**src/hdl/prwm_pkg.sv**
```systemverilog
// Package for the pulse rate window meter: field widths, register map,
// reset values and the sequencer state type.
// No dependencies; imported by prwm_div and pulse_rate_window_meter.
package prwm_pkg;

   // Field and datapath widths
   localparam int WINDOW_W    = 16;
   localparam int SCALE_W     = 8;
   localparam int THRESH_W    = 7;
   localparam int BEATS_W     = 8;
   localparam int RATE_W      = 16;
   localparam int CHANGE_W    = 24;
   localparam int SLOT_W      = 3;
   localparam int DIFF_W      = RATE_W + 1;
   localparam int DIVIDEND_W  = 23;
   localparam int DIVISOR_W   = RATE_W;
   localparam int STEP_W      = $clog2(DIVIDEND_W);

   // Ring depth default
   localparam int RING_SLOTS_DEFAULT = 8;

   // Arithmetic constants
   localparam int PCT_FACTOR = 100;
   localparam logic [BEATS_W-1:0]  MAX_BEATS = 8'd255;
   localparam logic [WINDOW_W-1:0] MAX_TICKS = 16'hFFFF;

   // Register map
   localparam int CSR_ADDR_W = 4;
   localparam int CSR_DATA_W = 32;
   localparam logic [1:0] REG_WINDOW_TICKS = 2'd0;
   localparam logic [1:0] REG_RATE_SCALE   = 2'd1;
   localparam logic [1:0] REG_THRESHOLD    = 2'd2;

   // Register reset values
   localparam logic [WINDOW_W-1:0] WINDOW_TICKS_RESET = 16'd100;
   localparam logic [SCALE_W-1:0]  RATE_SCALE_RESET   = 8'd20;
   localparam logic [THRESH_W-1:0] THRESHOLD_RESET    = 7'd15;

   // Sequencer states
   typedef enum logic [1:0] {
      ST_IDLE,
      ST_FETCH,
      ST_DIVIDE,
      ST_FINISH
   } state_type;

endpackage

```
**src/hdl/prwm_div.sv**
```systemverilog
// Restoring divider, one quotient bit per cycle, unsigned operands.
// Depends on prwm_pkg for operand widths.
module prwm_div (
   input  logic                              clock,
   input  logic                              reset,
   input  logic                              start,
   input  logic [prwm_pkg::DIVIDEND_W-1:0]   dividend,
   input  logic [prwm_pkg::DIVISOR_W-1:0]    divisor,
   output logic [prwm_pkg::DIVIDEND_W-1:0]   quotient,
   output logic                              done
);
   import prwm_pkg::*;

   logic                    busy_ff,  busy_in;
   logic                    done_ff,  done_in;
   logic [STEP_W-1:0]       count_ff, count_in;
   logic [DIVISOR_W-1:0]    rem_ff,   rem_in;
   logic [DIVIDEND_W-1:0]   quo_ff,   quo_in;
   logic [DIVISOR_W-1:0]    dsr_ff,   dsr_in;

   logic [DIVISOR_W:0]      partial;
   logic [DIVISOR_W:0]      trial;
   logic                    fits;

   // Trial subtract of the divisor from the shifted partial remainder
   always_comb begin
      partial = {rem_ff, quo_ff[DIVIDEND_W-1]};
      trial   = partial - {1'b0, dsr_ff};
      fits    = ~trial[DIVISOR_W];
   end

   // Step control and datapath
   always_comb begin
      busy_in  = busy_ff;
      done_in  = 1'b0;
      count_in = count_ff;
      rem_in   = rem_ff;
      quo_in   = quo_ff;
      dsr_in   = dsr_ff;
      if (start) begin
         busy_in  = 1'b1;
         count_in = STEP_W'(DIVIDEND_W - 1);
         rem_in   = '0;
         quo_in   = dividend;
         dsr_in   = divisor;
      end else if (busy_ff) begin
         rem_in   = fits ? trial[DIVISOR_W-1:0] : partial[DIVISOR_W-1:0];
         quo_in   = {quo_ff[DIVIDEND_W-2:0], fits};
         count_in = count_ff - 1'b1;
         if (count_ff == '0) begin
            busy_in = 1'b0;
            done_in = 1'b1;
         end
      end
   end

   always_ff @(posedge clock) begin
      if (reset) begin
         busy_ff <= 1'b0;
         done_ff <= 1'b0;
      end else begin
         busy_ff <= busy_in;
         done_ff <= done_in;
      end
      count_ff <= count_in;
      rem_ff   <= rem_in;
      quo_ff   <= quo_in;
      dsr_ff   <= dsr_in;
   end

   assign quotient = quo_ff;
   assign done     = done_ff;

endmodule

```
**src/hdl/pulse_rate_window_meter.sv**
```systemverilog
// Pulse rate window meter: beat counting, rate scaling, percent change
// against a ring of stored rates. Depends on prwm_pkg and prwm_div.
//
// Usage: one req_ word is one sample of the pulse line (req_beat_level)
// with a flag for an elapsed time tick (req_tick). Rising edges are counted
// over window_ticks ticks; a line high at window open counts as a beat and
// the count stops at 255. On the closing tick the count is scaled by
// rate_scale and compared with the rate in the current ring slot. One rsp_
// word per closed window carries the rate, the signed percent change, the
// store flag and the slot; samples that do not close a window give none.
// A sample that does not close a window leaves the sequencer idle,
// so such samples are taken on back-to-back cycles. A closing sample
// passes through fetch, 23 divider steps, divider done and finish, or
// through fetch and finish alone when the stored rate is zero; req_ready
// is low meanwhile.
// A result waits in the output register while rsp_ready is low; samples are
// still taken then, but the next closing sample holds in the finish step
// until that register frees. Reset clears counters, the slot pointer, the
// output valid and all ring valid flags, and restores the register values.
// Registers sit at byte addresses 0, 4 and 8 of the csr_ port.
module pulse_rate_window_meter #(
   parameter int RING_SLOTS = prwm_pkg::RING_SLOTS_DEFAULT
) (
   input  logic                              clock,
   input  logic                              reset,
   // sample channel
   input  logic                              req_valid,
   output logic                              req_ready,
   input  logic                              req_beat_level,
   input  logic                              req_tick,
   // result channel
   output logic                              rsp_valid,
   input  logic                              rsp_ready,
   output logic [prwm_pkg::RATE_W-1:0]       rsp_rate_bpm,
   output logic signed [prwm_pkg::CHANGE_W-1:0] rsp_change_pct,
   output logic                              rsp_stored,
   output logic [prwm_pkg::SLOT_W-1:0]       rsp_slot,
   // configuration port
   input  logic                              csr_psel,
   input  logic                              csr_penable,
   input  logic                              csr_pwrite,
   input  logic [prwm_pkg::CSR_ADDR_W-1:0]   csr_paddr,
   input  logic [prwm_pkg::CSR_DATA_W-1:0]   csr_pwdata,
   output logic [prwm_pkg::CSR_DATA_W-1:0]   csr_prdata,
   output logic                              csr_pready
);
   import prwm_pkg::*;

   localparam int PTR_W  = $clog2(RING_SLOTS);
   localparam int SEXT_W = (PTR_W > SLOT_W) ? PTR_W : SLOT_W;

   // Configuration registers
   logic [WINDOW_W-1:0] window_ticks_ff;
   logic [SCALE_W-1:0]  rate_scale_ff;
   logic [THRESH_W-1:0] threshold_ff;
   logic                csr_write;
   logic [1:0]          csr_index;

   // Sequencer
   state_type state_ff, state_in;
   logic      accept;
   logic      closing;
   logic      prev_zero;
   logic      finish_go;
   logic      div_start;

   // Window counters
   logic                edge_armed_ff, edge_armed_in;
   logic [BEATS_W-1:0]  beat_count_ff, beat_count_in;
   logic [WINDOW_W-1:0] ticks_ff,      ticks_in;
   logic [BEATS_W-1:0]  beats_now;
   logic [WINDOW_W-1:0] ticks_now;

   // Ring and pointer
   logic [RATE_W-1:0]   ring_ff [RING_SLOTS];
   logic [RING_SLOTS-1:0] ring_valid_ff;
   logic [PTR_W-1:0]    ptr_ff;
   logic [PTR_W-1:0]    ptr_next;
   logic [RATE_W-1:0]   prev_rate;
   logic [SEXT_W-1:0]   slot_ext;

   // Change arithmetic
   logic [RATE_W-1:0]     bpm_ff;
   logic                  neg_ff;
   logic                  zero_prev_ff;
   logic [DIFF_W-1:0]     diff;
   logic [RATE_W-1:0]     diff_mag;
   logic [DIVIDEND_W-1:0] dividend;
   logic [DIVIDEND_W-1:0] quotient;
   logic                  div_done;
   logic [CHANGE_W-1:0]   change;
   logic                  store;

   // Result register
   logic                       rsp_valid_ff;
   logic [RATE_W-1:0]          rsp_rate_ff;
   logic [CHANGE_W-1:0]        rsp_change_ff;
   logic                       rsp_stored_ff;
   logic [SLOT_W-1:0]          rsp_slot_ff;

   // ---------------------------------------------------------------
   // Configuration port: write on access phase, read by index
   // ---------------------------------------------------------------
   assign csr_pready = 1'b1;
   assign csr_index  = csr_paddr[3:2];
   assign csr_write  = csr_psel & csr_penable & csr_pwrite & csr_pready;

   always_ff @(posedge clock) begin
      if (reset) begin
         window_ticks_ff <= WINDOW_TICKS_RESET;
         rate_scale_ff   <= RATE_SCALE_RESET;
         threshold_ff    <= THRESHOLD_RESET;
      end else if (csr_write) begin
         case (csr_index)
            REG_WINDOW_TICKS: window_ticks_ff <= csr_pwdata[WINDOW_W-1:0];
            REG_RATE_SCALE:   rate_scale_ff   <= csr_pwdata[SCALE_W-1:0];
            REG_THRESHOLD:    threshold_ff    <= csr_pwdata[THRESH_W-1:0];
            default: ;
         endcase
      end
   end

   always_comb begin
      case (csr_index)
         REG_WINDOW_TICKS: csr_prdata = CSR_DATA_W'(window_ticks_ff);
         REG_RATE_SCALE:   csr_prdata = CSR_DATA_W'(rate_scale_ff);
         REG_THRESHOLD:    csr_prdata = CSR_DATA_W'(threshold_ff);
         default:          csr_prdata = '0;
      endcase
   end

   // ---------------------------------------------------------------
   // Beat and tick counting for the sample being taken
   // ---------------------------------------------------------------
   always_comb begin
      beats_now     = beat_count_ff;
      edge_armed_in = edge_armed_ff;
      if (req_beat_level && !edge_armed_ff) begin
         if (beat_count_ff != MAX_BEATS) begin
            beats_now = beat_count_ff + 1'b1;
         end
         edge_armed_in = 1'b1;
      end else if (!req_beat_level) begin
         edge_armed_in = 1'b0;
      end
      ticks_now = ticks_ff;
      if (req_tick && ticks_ff != MAX_TICKS) begin
         ticks_now = ticks_ff + 1'b1;
      end
      closing = req_tick && (ticks_now >= window_ticks_ff);
      beat_count_in = beats_now;
      ticks_in      = ticks_now;
   end

   assign accept = req_valid & req_ready;

   always_ff @(posedge clock) begin
      if (reset) begin
         edge_armed_ff <= 1'b0;
         beat_count_ff <= '0;
         ticks_ff      <= '0;
      end else if (accept) begin
         if (closing) begin
            // open the next window
            edge_armed_ff <= 1'b0;
            beat_count_ff <= '0;
            ticks_ff      <= '0;
         end else begin
            edge_armed_ff <= edge_armed_in;
            beat_count_ff <= beat_count_in;
            ticks_ff      <= ticks_in;
         end
      end
   end

   // Scale the closing count to a rate
   always_ff @(posedge clock) begin
      if (accept && closing) begin
         bpm_ff <= RATE_W'(beats_now) * RATE_W'(rate_scale_ff);
      end
   end

   // ---------------------------------------------------------------
   // Ring read and percent change numerator
   // ---------------------------------------------------------------
   assign prev_rate = ring_valid_ff[ptr_ff] ? ring_ff[ptr_ff] : '0;
   assign prev_zero = (prev_rate == '0);
   assign ptr_next  = (ptr_ff == PTR_W'(RING_SLOTS - 1)) ? '0 : ptr_ff + 1'b1;
   assign slot_ext  = SEXT_W'(ptr_next);

   always_comb begin
      diff     = {1'b0, prev_rate} - {1'b0, bpm_ff};
      diff_mag = diff[DIFF_W-1] ? RATE_W'(-diff) : diff[RATE_W-1:0];
      dividend = DIVIDEND_W'(diff_mag) * DIVIDEND_W'(PCT_FACTOR);
   end

   always_ff @(posedge clock) begin
      if (state_ff == ST_FETCH) begin
         neg_ff       <= diff[DIFF_W-1];
         zero_prev_ff <= prev_zero;
      end
   end

   prwm_div u_div (
      .clock    (clock),
      .reset    (reset),
      .start    (div_start),
      .dividend (dividend),
      .divisor  (prev_rate),
      .quotient (quotient),
      .done     (div_done)
   );

   // Signed change and store decision
   always_comb begin
      if (zero_prev_ff) begin
         change = CHANGE_W'(threshold_ff);
         store  = 1'b1;
      end else begin
         change = neg_ff ? -CHANGE_W'(quotient) : CHANGE_W'(quotient);
         store  = (quotient >= DIVIDEND_W'(threshold_ff));
      end
   end

   // ---------------------------------------------------------------
   // Sequencer: next state
   // ---------------------------------------------------------------
   always_comb begin
      state_in = state_ff;
      case (state_ff)
         ST_IDLE: begin
            if (accept && closing) state_in = ST_FETCH;
         end
         ST_FETCH: begin
            state_in = prev_zero ? ST_FINISH : ST_DIVIDE;
         end
         ST_DIVIDE: begin
            if (div_done) state_in = ST_FINISH;
         end
         ST_FINISH: begin
            if (finish_go) state_in = ST_IDLE;
         end
         default: state_in = ST_IDLE;
      endcase
   end

   // Sequencer: outputs
   always_comb begin
      req_ready = 1'b0;
      div_start = 1'b0;
      finish_go = 1'b0;
      case (state_ff)
         ST_IDLE:   req_ready = 1'b1;
         ST_FETCH:  div_start = ~prev_zero;
         ST_DIVIDE: ;
         ST_FINISH: finish_go = ~rsp_valid_ff | rsp_ready;
         default: ;
      endcase
   end

   always_ff @(posedge clock) begin
      if (reset) begin
         state_ff <= ST_IDLE;
      end else begin
         state_ff <= state_in;
      end
   end

   // ---------------------------------------------------------------
   // Ring write and slot pointer advance
   // ---------------------------------------------------------------
   always_ff @(posedge clock) begin
      if (reset) begin
         ring_valid_ff <= '0;
         ptr_ff        <= '0;
      end else if (finish_go) begin
         ptr_ff <= ptr_next;
         if (store) begin
            ring_valid_ff[ptr_next] <= 1'b1;
         end
      end
   end

   always_ff @(posedge clock) begin
      if (finish_go && store) begin
         ring_ff[ptr_next] <= bpm_ff;
      end
   end

   // ---------------------------------------------------------------
   // Result register: load on finish, hold until taken
   // ---------------------------------------------------------------
   always_ff @(posedge clock) begin
      if (reset) begin
         rsp_valid_ff <= 1'b0;
      end else if (finish_go) begin
         rsp_valid_ff <= 1'b1;
      end else if (rsp_ready) begin
         rsp_valid_ff <= 1'b0;
      end
   end

   always_ff @(posedge clock) begin
      if (finish_go) begin
         rsp_rate_ff   <= bpm_ff;
         rsp_change_ff <= change;
         rsp_stored_ff <= store;
         rsp_slot_ff   <= slot_ext[SLOT_W-1:0];
      end
   end

   assign rsp_valid      = rsp_valid_ff;
   assign rsp_rate_bpm   = rsp_rate_ff;
   assign rsp_change_pct = rsp_change_ff;
   assign rsp_stored     = rsp_stored_ff;
   assign rsp_slot       = rsp_slot_ff;

endmodule
```
**config.mk**
```make
export PLATFORM = sky130hd
export DESIGN_NAME = pulse_rate_window_meter
export DESIGN_NICKNAME = d
export VERILOG_FILES = /design/src/hdl/prwm_pkg.sv /design/src/hdl/prwm_div.sv /design/src/hdl/pulse_rate_window_meter.sv
export SDC_FILE = /design/constraint.sdc
export NUM_CORES = 1
export LEC_CHECK = 0
export ABC_AREA = 0
export BUFFER_PORTS_ARGS = -buffer_cell sky130_fd_sc_hd__clkbuf_2
export CAP_MARGIN = 0
export CORE_ASPECT_RATIO = 1.75
export CORE_MARGIN = 2
export CORE_UTILIZATION = 62
export DETAILED_ROUTE_END_ITERATION = 10
export GPL_ROUTABILITY_DRIVEN = 0
export PLACE_DENSITY = 0.81
export RECOVER_POWER = 100
export REMOVE_ABC_BUFFERS = 1
export SLEW_MARGIN = 25
export SYNTH_ARGS = -nofsm -noshare
export SYNTH_HDL_FRONTEND = slang
export SYNTH_SLANG_ARGS = --single-unit
export TNS_END_PERCENT = 30
```
**constraint.sdc**
```tcl
create_clock -name clock -period 9.5 [get_ports clock]
set_input_delay 1.425 -clock clock [delete_from_list [all_inputs] [get_ports clock]]
set_output_delay 1.425 -clock clock [all_outputs]
set_load 0.01 [all_outputs]
```
# After elaboration in Yosys (flattened, before gate mapping)
# Memories as Yosys holds them, arrays and structs flattened. A register that Yosys moved wholly into a read port is not among the register bits.
# Cells that the tools add are included.
dict set report classes {
  muxes 40
  magnitude_cmp 5
  mul 2
  n_eq_ne 12
  addsub 8
  bitwise 10
  n_reduce_logical 21
}
# operator n
set op_table {}
lappend op_table {{two-way mux 16 bit} 5}
lappend op_table {{two-way mux 23 bit} 3}
lappend op_table {{case mux 16 bit (3 select lines)} 1}
lappend op_table {{two-way mux 8 bit} 3}
lappend op_table {{negator 23 -> 24 bit} 1}
lappend op_table {{greater-or-equal comparator 23 x 7 -> 1 bit} 1}
lappend op_table {{multiplier 16 x 5 -> 21 bit, second input constant} 1}
lappend op_table {{two-way mux 1 bit} 18}
lappend op_table {{subtractor 16 x 16 -> 17 bit} 1}
lappend op_table {{subtractor 17 x 16 -> 17 bit} 1}
lappend op_table {{adder 16 x 1 -> 16 bit, second input constant} 1}
lappend op_table {{greater-or-equal comparator 16 bit} 1}
lappend op_table {{zero test 16 bit} 1}
lappend op_table {{multiplier 8 x 8 -> 16 bit} 1}
lappend op_table {{!= test 16 bit, second input constant} 1}
lappend op_table {{negator 16 bit} 1}
lappend op_table {{AND reduction 2 bit} 5}
lappend op_table {{two-way mux 3 bit} 3}
lappend op_table {{adder 8 x 1 -> 8 bit, second input constant} 1}
lappend op_table {{less-than comparator 3 x 4 -> 1 bit, second input constant} 2}
lappend op_table {{!= test 8 bit, second input constant} 1}
lappend op_table {{OR 8 bit} 1}
lappend op_table {{case mux 2 bit (4 select lines)} 1}
lappend op_table {{two-way mux 7 bit} 1}
lappend op_table {{other kinds (23)} 42}
dict set report word_totals {
  ram_bits 128
  mem_count 1
  word_cells 125
  register_bits 194
  out_inout_bits 79
  input_bits 45
}
# memory depth word_bits rd rd_clocked_by_memory_dff write_ports line
set mem_list {}
lappend mem_list {ring_ff 8 16 1 1 1 pulse_rate_window_meter.sv:75} ;# logic [RATE_W-1:0] ring_ff [RING_SLOTS];

# Longest topological paths before layout
# Gate-level depths: netlist of run 1.
dict set report depth {
  ltp_word 8
  ltp_mapped 30
  depth_no_buf 27
}

# Modules after synthesis
# From an unflattened synthesis of run 1, not the netlist that was laid out.
dict set report unflattened {
  hier_cells 1836
  area_unflattened_um2 19819.0
}
# mod n_inst area_each_um2 seq_area_each_um2 cells_per_inst
set by_module_without_submodules {}
lappend by_module_without_submodules {pulse_rate_window_meter 1 16583.4 7166.9 1532}
lappend by_module_without_submodules {prwm_div 1 3235.6 1631.6 304}

# Least setup slack after synthesis of run 1
# OpenSTA, ideal clock, no wires.
dict set report synth_path {
  kind {register to register}
  startpoint {register (tool-made name)}
  endpoint {register u_div.quo_ff[22], in the netlist u_div.quotient[22] (data pin)}
  slack_ps 2508
  synth_period_minus_slack_ps 6992
  arrival_ps 6733
  t_required_ps 9242
  stages_incl_launch_ff 29
  path_buffers 2
  setup_time_ps 258
  cell_sequence {dfxtp_1 clkbuf_1 buf_2 mux4_2 mux2i_1 or2_2 ha_1 inv_1 fa_1 a211oi_4 nor2_1 xor2_1 a2111oi_4 nand2_1 or3_4 o31a_1 xnor2_1 ha_1 ha_1 inv_1 fa_1 inv_1 ha_1 or3_1 a211oi_1 o21ai_0 a221oi_1 xor2_1 o21ai_1}
}
# element line
set synth_lines {}
lappend synth_lines {{end signal, assigned} prwm_div.sv:67} ;# quo_ff <= quo_in;
lappend synth_lines {{end, declared} prwm_div.sv:18} ;# logic [DIVIDEND_W-1:0] quo_ff, quo_in;

==> results.sh, run 1 <==
export IMPL_yosysSeqAreaShare_pct=43.8
export IMPL_cts_resized=0
export IMPL_firstDrtPassIters=6
export IMPL_synth_area_sq_um=20000
export IMPL_slew_headroom_pct=-139
export IMPL_synth_common_cells="edfxtp_1, inv_1, ha_1"
export IMPL_timing_hold_ws_ns=0.462
export IMPL_clk_latency_ns=0.58
export IMPL_die_height_um=242
export IMPL_syn_avg_cell_area_sq_um=10.6
export IMPL_die_w_um=140
export IMPL_cts_made_buffers=29
export IMPL_wl_per_cell_um=18.8
export IMPL_arrival_ns=8.69
export IMPL_synth_distinct_cells=86
export IMPL_cts_setup_buffers=0
export IMPL_nets=2184
export IMPL_r2r_setup_slack_ns=1.13
export IMPL_hold_path_class="reg2reg"
export IMPL_grt_usage_pct=26.0
export IMPL_drv_cap=10
export IMPL_die_area_sq_um=33800
export IMPL_netlist_instances=1883
export IMPL_synth_top_cell_by_area="edfxtp_1"
export IMPL_hpwl_mm=32.2
export IMPL_port_buffer_count=88
export IMPL_yosysWarnings=0
export IMPL_routed_via_count=14375
export IMPL_wl_mm=44.3
export IMPL_async_flop_share_pct=0
export IMPL_yosys_top_cells_area="edfxtp_1, dfxtp_1, ha_1"
export IMPL_cts_max_level=1
export IMPL_status="finished with violations"
export IMPL_grt_pass1_vias=14736
export IMPL_p_int_mw=2.29
export IMPL_cts_sinks=325
export IMPL_setup_viol=0
export IMPL_switching_share_pct=22.9
export IMPL_failed_checks="max-capacitance violations, max-slew violations"
export IMPL_viasPerCell=6.10
export IMPL_required_ns=9.81
export IMPL_root_buffer="clkbuf_16"
export IMPL_max_freq_ghz=0.119
export IMPL_rows=87
export IMPL_area_growth_pct=7.65
export IMPL_pwr_density_cell_nw_per_um2=138
export IMPL_antenna_left=0
export IMPL_pre_cts_ws_ns=1.58
export IMPL_layout_setup_ws_ns=1.13
export IMPL_netSwitchingPower_mw=0.680
export IMPL_fin_setup_tns_ns=0
export IMPL_p_clk_share_pct=41.2
export IMPL_grt_antenna_before_repair=0
export IMPL_path_class="reg2reg"
export IMPL_synth_ff_type="edfxtp_1"
export IMPL_crit_path_end_kind="flop"
export IMPL_cts_tree="yes"
export IMPL_yosysTopAreaCellShare_pct=34.0
export IMPL_synth_most_common_cell="edfxtp_1"
export IMPL_fin_worst_skew_ns=0.0251
export IMPL_ios=124
export IMPL_fin_util_pct=67.4
export IMPL_start_util_pct=62.6
export IMPL_p_leak_nw=8.60
export IMPL_min_period_ns=8.37
export IMPL_r2r_cells=27
export IMPL_grt_pass1_wl_mm=71.7
export IMPL_path_clk_slew_ns=0.07
export IMPL_min_path_cells=2
export IMPL_rsz0062_at_grt="false"
export IMPL_ys_seq_elements=325
export IMPL_hold_violations=0
export IMPL_seq_power_share_pct=51.6
export IMPL_cts_hold_buf=0
export IMPL_cts_buffer_depth=3
export IMPL_postPlaceCellArea_sq_um=20700
export IMPL_design_area_sq_um=21600
export IMPL_grt_remaining_overflow=0
export IMPL_synth_edff_count=227
export IMPL_min_period_over_period_pct=88.2
export IMPL_ir_worst_vdd_v=0.000172
export IMPL_tightest_slew_ns=3.58
export IMPL_drt_iter0_drc=877
export IMPL_combinationalPowerShare_pct=7.3
export IMPL_grt_max_degree=85
export IMPL_critPathLaunchType="flop"
export IMPL_drive_above_1_share_pct=7.36
export IMPL_critPathMaxFanout=20
export IMPL_fp_coreArea_sq_um=32000
export IMPL_drc=0
export IMPL_slew_viol_final=268
export IMPL_antennaDiodeCount=0
[state kept, by name (all words and copies together), names as in the netlist, 2 cells and up, named ones only]
signal	cells
beat_count_ff	8
bpm_ff	16
ptr_ff	3
rate_scale_ff	8
ring_ff	128
ring_valid_ff	8
rsp_change_pct	24
rsp_rate_bpm	16
rsp_slot	3
state_ff	2
threshold_ff	7
ticks_ff	16
u_div.count_ff	5
u_div.dsr_ff	16
u_div.quotient	23
u_div.rem_ff	16
window_ticks_ff	16
[critical path, stage by stage (launching register included)]
cell	delay [ns]
dfxtp_1	1.20
mux4_2	0.62
mux2i_1	0.25
or2_2	0.18
ha_1	0.16
inv_1	0.06
fa_1	0.44
a211oi_4	0.32
o211ai_1	0.23
nand2_1	0.22
o21a_1	0.21
a31o_2	0.41
nand2b_1	0.13
xnor2_1	0.34
ha_1	0.31
ha_1	0.29
inv_1	0.06
fa_1	0.55
inv_1	0.04
ha_1	0.34
a21o_1	0.19
nand4_1	0.10
nand3_1	0.19
a211oi_1	0.30
o21ai_0	0.25
a221oi_1	0.37
xor2_1	0.24
o21ai_1	0.10
[layout make-up]
type	count	area [sq um]
clock buffer	37	807
clock inverter	15	176
fill	2455	10400
inverter	182	684
multi-input combinational	1298	10200
sequential	325	8780
tap	400	500
timing repair buffer	100	440
[metal layers]
layer | track usage [%] | wire (um) | up-vias
met5 | 0 | 0 | -
met3 | 2.97 | 1960 | 149
met2 | 49.7 | 24500 | 429
li1 | - | - | 6761
met4 | 13.9 | 2410 | 0
met1 | 27.3 | 15400 | 7036
[final timing paths]
check                             to           from
setup / recovery  u_div.quotient[22]           flop
hold / removal         edge_armed_ff  edge_armed_ff
setup reg to reg  u_div.quotient[22]           flop
hold reg to reg        edge_armed_ff  edge_armed_ff
[power groups by stage]
stage | combinational (mW) | clock (mW) | sequential [mW]
after floorplan | 0.158 | 0 | 1.56
after global placement | 0.207 | 0 | 1.56
after detailed placement | 0.214 | 0 | 1.56
after CTS | 0.216 | 1.24 | 1.53
after global routing | 0.239 | 1.29 | 1.53
final | 0.216 | 1.22 | 1.53
[logic make-up (layout without fill, tap and decap cells)]
| group | count (synthesis) | after routing | share of synthesized area (%) |
|---|---|---|---|
| mux | 96 | 96 | 6.94 |
| other cells | 2 | 17 | 0.0375 |
| fa+ha+maj | 203 | 203 | 14.5 |
| xor+xnor | 113 | 113 | 4.94 |
| compound gates | 318 | 318 | 10.3 |
| flops | 325 | 325 | 43.8 |
| buf+inv | 275 | 334 | 5.66 |
| simple gates | 551 | 551 | 13.7 |
[stage by stage]
step	power, mW	std cells
global route	3.07	2357
floorplan	1.72	1805
finish	2.97	2357
global placement	1.77	2305
CTS	2.99	2357
detailed placement	1.78	2305
[cells in the final DEF, fill, tap and decap left out, types with 30 or more instances in the layout]
| cell type | Yosys | final |
|---|---|---|
| nand2_1 | 153 | 153 |
| clkbuf_16 | 0 | 30 |
| clkbuf_1 | 48 | 70 |
| nand3_1 | 68 | 67 |
| mux4_2 | 34 | 34 |
| nor2_1 | 118 | 118 |
| edfxtp_1 | 227 | 227 |
| o21ai_0 | 54 | 79 |
| mux2i_1 | 58 | 58 |
| nor3_1 | 31 | 30 |
| ha_1 | 154 | 154 |
| xor2_1 | 54 | 54 |
| fa_1 | 49 | 49 |
| xnor2_1 | 59 | 59 |
| dfxtp_1 | 98 | 96 |
| a21oi_1 | 90 | 90 |
| inv_1 | 179 | 179 |
No activity file was read; power rests on OpenSTA's default activity.
==> run 2: changes to the inputs <==
--- a/config.mk
+++ b/config.mk
@@ -6,7 +6,7 @@
 export NUM_CORES = 1
 export LEC_CHECK = 0
 export ABC_AREA = 0
-export BUFFER_PORTS_ARGS = -buffer_cell sky130_fd_sc_hd__clkbuf_2
+export BUFFER_PORTS_ARGS = -buffer_cell sky130_fd_sc_hd__buf_4
 export CAP_MARGIN = 0
 export CORE_ASPECT_RATIO = 1.75
 export CORE_MARGIN = 2
==> run 2 against run 1 <==
  * The run still ends with max-capacitance violations, max-slew violations left
  * Clock-buffer cell count fell by 1
  * Clock skew decreased by 0.00063 ns
  * Sequential share of layout area fell by 0.15 points
  * Cell count hardly changed
  * Register-to-register slack lost 0.18 ns
  * Highest routed layer unchanged
  * Worst hold slack worse by 0.0071 ns
  * Critical endpoint unchanged
  * Critical path depth unchanged
  * First-iteration DRC count rose by 4.7%
  * Combinational power hardly changed
==> results.sh, run 2 (synthesis gave the netlist of run 1 again) <==
export IMPL_status="finished with violations"
export IMPL_failed_checks="max-capacitance violations, max-slew violations"
export IMPL_crit_path_end_kind="flop"
export IMPL_grt_remaining_overflow=0
export IMPL_area_growth_pct=8.06
export IMPL_grt_usage_pct=26.8
export IMPL_fin_setup_tns_ns=0
export IMPL_crit_path_frequent_cell="ha_1"
export IMPL_path_class="reg2reg"
export IMPL_tightest_slew_ns=3.57
export IMPL_die_height_um=242
export IMPL_grt_max_degree=85
export IMPL_grt_pass1_wl_mm=73.8
export IMPL_cts_setup_buffers=0
export IMPL_die_w_um=140
export IMPL_hold_path_class="reg2reg"
export IMPL_min_period_over_period_pct=90.0
export IMPL_fin_worst_skew_ns=0.0245
export IMPL_nets=2183
export IMPL_cts_made_buffers=29
export IMPL_hpwl_mm=32.5
export IMPL_wl_per_cell_um=19.3
export IMPL_p_leak_nw=8.63
export IMPL_arrival_ns=8.79
export IMPL_setup_viol=0
export IMPL_ir_worst_vdd_v=0.000147
export IMPL_busiest_layer="met2"
export IMPL_grt_antenna_before_repair=0
export IMPL_viasPerCell=6.10
export IMPL_cts_hold_buf=0
export IMPL_rsz0062_at_grt="false"
export IMPL_antenna_left=0
export IMPL_min_period_ns=8.55
export IMPL_wl_mm=45.5
export IMPL_grt_pass1_vias=14860
export IMPL_use_met3_pct=3.47
export IMPL_die_area_sq_um=33800
export IMPL_antennaDiodeCount=0
export IMPL_slowest_delay_ns=1.38
export IMPL_hold_violations=0
export IMPL_final_common_cell="edfxtp_1"
export IMPL_globalRouteMet2Util_pct=51.5
export IMPL_rows=87
export IMPL_cts_resized=0
export IMPL_drt_iter0_drc=918
export IMPL_fp_coreArea_sq_um=32000
export IMPL_cts_sinks=325
export IMPL_start_util_pct=62.6
export IMPL_slowest_stage="dfxtp_1"
export IMPL_critPathLaunchType="flop"
export IMPL_root_buffer="clkbuf_16"
export IMPL_max_freq_ghz=0.117
export IMPL_cts_buffer_depth=3
export IMPL_use_met1_pct=28.3
export IMPL_routed_via_count=14392
export IMPL_pwr_density_cell_nw_per_um2=139
export IMPL_cts_max_level=1
export IMPL_path_clk_slew_ns=0.08
export IMPL_final_cell_mix="edfxtp_1, inv_1, nand2_1, ha_1, nor2_1"
export IMPL_drive_above_1_share_pct=7.35
export IMPL_largest_register="ring_ff"
export IMPL_largest_register_ffs=128
export IMPL_slew_headroom_pct=-138
export IMPL_drv_cap=12
export IMPL_cts_tree="yes"
export IMPL_critPathMaxFanout=32
export IMPL_slew_viol_final=356
export IMPL_port_buffer_count=88
export IMPL_fin_util_pct=67.7
export IMPL_required_ns=9.74
export IMPL_ios=124
export IMPL_drc=0
export IMPL_clk_latency_ns=0.59
export IMPL_firstDrtPassIters=5
==> run 2: cell count changes in the layout (fill, tap and decap cells not counted), sizes merged <==
cell / delta
clkinv: +1
clkbuf: -25
inv: +2
buf: +23
==> run 2: worst max-delay path, delay by kind of cell (launching register included) <==
kind / cells / cell delay, ns
flops: 1 / 1.38
simple gates: 5 / 0.78
mux: 2 / 0.67
fa+ha+maj: 6 / 2.07
buf+inv: 3 / 0.16
xor+xnor: 2 / 0.62
compound gates: 9 / 2.51
==> run 2: routing by layer <==
layer / up-vias / share of wire (%)
li1: 6768 / -
met1: 7017 / 35
met2: 466 / 55
met3: 141 / 4.7
met4: 0 / 4.7
met5: - / 0
==> run 2: final cells by class <==
type	instances	area [sq um]
well taps	400	500
repair buffers	99	503
clock inverters	18	189
fillers	2464	10400
multi-input cells	1298	10200
inverters	182	684
clock buffers	36	816
flip-flops and latches	325	8780
==> run 2: path summary, 6_finish.rpt <==
kind                       startpoint                  end  slack (ns)  cells after the start
setup / recovery                 flop   u_div.quotient[22]        0.95                     27
hold / removal    window_ticks_ff[15]  window_ticks_ff[15]        0.45                      2
setup reg to reg                 flop   u_div.quotient[22]        0.95                     27
hold reg to reg   window_ticks_ff[15]  window_ticks_ff[15]        0.45                      2
==> run 2: power by group <==
group | internal [mW] | switching (mW) | leakage (nW)
Clock | 0.700 | 0.555 | 0.492
Combinational | 0.0928 | 0.125 | 5.28
Sequential | 1.51 | 0.0176 | 2.85
Total | 2.31 | 0.697 | 8.63
==> run 2: stage by stage <==
stage	instance area, sq um	setup slack [ns]	hold WS, ns	std cells	power (mW)
after floorplan	19600	1.75	0.428	1805	1.72
after global placement	20900	1.78	0.443	2303	1.77
after detailed placement	20900	1.59	0.450	2303	1.78
after CTS	21900	1.56	0.460	2357	3.01
after global routing	21700	0.587	0.488	2358	3.08
final	21700	0.948	0.455	2358	3.00
==> run 3: changes to the inputs <==
--- a/config.mk
+++ b/config.mk
@@ -9,11 +9,9 @@
 export BUFFER_PORTS_ARGS = -buffer_cell sky130_fd_sc_hd__buf_4
 export CAP_MARGIN = 0
 export CORE_ASPECT_RATIO = 1.75
-export CORE_MARGIN = 2
-export CORE_UTILIZATION = 62
+export CORE_UTILIZATION = 45
 export DETAILED_ROUTE_END_ITERATION = 10
 export GPL_ROUTABILITY_DRIVEN = 0
-export PLACE_DENSITY = 0.81
 export RECOVER_POWER = 100
 export REMOVE_ABC_BUFFERS = 1
 export SLEW_MARGIN = 25
==> run 3 against run 2 <==
  * The run still ends with max-capacitance violations, max-slew violations left
  * Critical path depth down 1
  * First-iteration DRC count down 41%
  * Via count down 2.8%
  * Setup slack better by 0.22 ns
  * Largest cell class unchanged
==> results.sh, run 3 (synthesis gave the netlist of run 1 again) <==
export IMPL_cts_made_buffers=31
export IMPL_critPathMaxFanout=23
export IMPL_final_common_cell="edfxtp_1"
export IMPL_busiest_layer="met2"
export IMPL_critPathLaunchType="flop"
export IMPL_slew_headroom_pct=-146
export IMPL_nets=2196
export IMPL_required_ns=9.75
export IMPL_grt_antenna_before_repair=0
export IMPL_die_height_um=281
export IMPL_r2r_setup_slack_ns=1.17
export IMPL_min_period_over_period_pct=87.7
export IMPL_rsz0062_at_grt="false"
export IMPL_pwr_density_cell_nw_per_um2=141
export IMPL_cts_setup_buffers=0
export IMPL_r2r_cells=26
export IMPL_min_period_ns=8.33
export IMPL_use_met3_pct=2.05
export IMPL_failed_checks="max-capacitance violations, max-slew violations"
export IMPL_clk_latency_ns=0.60
export IMPL_port_buffer_count=88
export IMPL_setup_viol=0
export IMPL_largest_register_ffs=128
export IMPL_path_class="reg2reg"
export IMPL_start_util_pct=46.0
export IMPL_timing_hold_ws_ns=0.456
export IMPL_wl_per_cell_um=18.0
export IMPL_routed_via_count=13987
export IMPL_drc=0
export IMPL_power_total_mw=3.11
export IMPL_max_freq_ghz=0.120
export IMPL_arrival_ns=8.58
export IMPL_crit_path_end_kind="flop"
export IMPL_die_area_sq_um=45400
export IMPL_cts_hold_buf=0
export IMPL_p_leak_nw=8.71
export IMPL_largest_register="ring_ff"
export IMPL_slew_viol_final=204
export IMPL_min_path_cells=2
export IMPL_firstDrtPassIters=6
export IMPL_ir_worst_vdd_v=0.000139
export IMPL_worstHoldStart="window_ticks_ff[15]"
export IMPL_root_buffer="clkbuf_16"
export IMPL_wl_mm=45.6
export IMPL_r2r_end="u_div.quotient[22]"
export IMPL_antennaDiodeCount=0
export IMPL_drt_iter0_drc=540
export IMPL_tightest_slew_ns=3.69
export IMPL_fin_worst_skew_ns=0.0355
export IMPL_hold_path_class="reg2reg"
export IMPL_grt_pass1_wl_mm=73.6
export IMPL_cts_max_level=1
export IMPL_cts_buffer_depth=3
export IMPL_antenna_left=0
export IMPL_path_clk_slew_ns=0.07
export IMPL_die_w_um=162
export IMPL_cts_tree="yes"
export IMPL_viasPerCell=5.51
export IMPL_area_growth_pct=9.89
export IMPL_drive_above_1_share_pct=7.50
export IMPL_hpwl_mm=33.8
export IMPL_globalRouteMet2Util_pct=41.2
export IMPL_grt_remaining_overflow=0
export IMPL_fp_coreArea_sq_um=43600
export IMPL_grt_max_degree=85
export IMPL_fin_setup_tns_ns=0
export IMPL_fin_util_pct=50.5
export IMPL_cts_sinks=325
export IMPL_final_cell_mix="edfxtp_1, inv_1, ha_1"
export IMPL_ios=124
export IMPL_grt_pass1_vias=14358
export IMPL_cts_resized=0
export IMPL_status="finished with violations"
export IMPL_rows=101
export IMPL_use_met1_pct=21.3
export IMPL_grt_usage_pct=20.5
export IMPL_hold_violations=0
export IMPL_whs_endpoint="window_ticks_ff[15]"
export IMPL_drv_cap=5
==> run 3: cell count changes in the layout (fill, tap and decap cells not counted), sizes merged <==
cell,before,now
clkinvlp,3,1
bufinv,3,7
clkbuf,103,114
clkinv,8,11
buf,32,34
inv,186,183
==> run 3: layer usage <==
metal / wire (um) / share of wire, %
met4: 1560 / 3.4
met2: 25700 / 56
met1: 17000 / 37
met5: 0 / 0
met3: 1320 / 2.9
==> run 3: where the power goes <==
group	switching [mW]	internal, mW
Sequential	0.0175	1.51
Clock	0.552	0.812
Combinational	0.123	0.0937
Total	0.692	2.42
==> run 3: area by class of cell <==
type                    count  area [sq um]
clock buffers              38           832
clock inverters            20           285
fillers                  3986         21600
inverters                 182           683
multi-input cells        1298         10200
flip-flops and latches    325          8780
well taps                 566           708
repair buffers            110           556
==> run 3: worst max-delay path by stage <==
stage | slack [ns] | start | endpoint
after floorplan | 1.75 | flop | u_div.quotient[22]
after global placement | 1.65 | flop | u_div.quotient[22]
after detailed placement | 1.57 | flop | u_div.quotient[22]
after CTS | 1.55 | flop | u_div.quotient[22]
after global routing | 0.56 | flop | u_div.quotient[22]
final | 1.17 | flop | u_div.quotient[22]
==> run 3: through the flow <==
stage               setup slack, ns  instances  area [sq um]
finish                         1.17       2539         22000
global route                  0.558       2539         22000
CTS                            1.55       2538         22300
detailed placement             1.57       2480         21200
global placement               1.65       2479         21200
floorplan                      1.75       1805         19600
==> run 3: critical path, stage by stage (launching register included) <==
cell	delay [ns]
dfxtp_1	0.76
buf_4	0.53
mux4_2	0.58
mux2i_1	0.30
nor2_1	0.13
ha_1	0.45
o21ai_0	0.19
o211ai_1	0.40
nand2_1	0.21
o21a_1	0.24
a31o_2	0.32
nor2b_1	0.19
xnor2_1	0.28
ha_1	0.31
ha_1	0.28
inv_1	0.05
fa_1	0.52
inv_1	0.04
ha_1	0.34
a21o_1	0.19
nand4_1	0.08
nand3_1	0.18
a211oi_1	0.30
o21ai_0	0.27
a221oi_1	0.41
xor2_1	0.26
o21ai_1	0.12
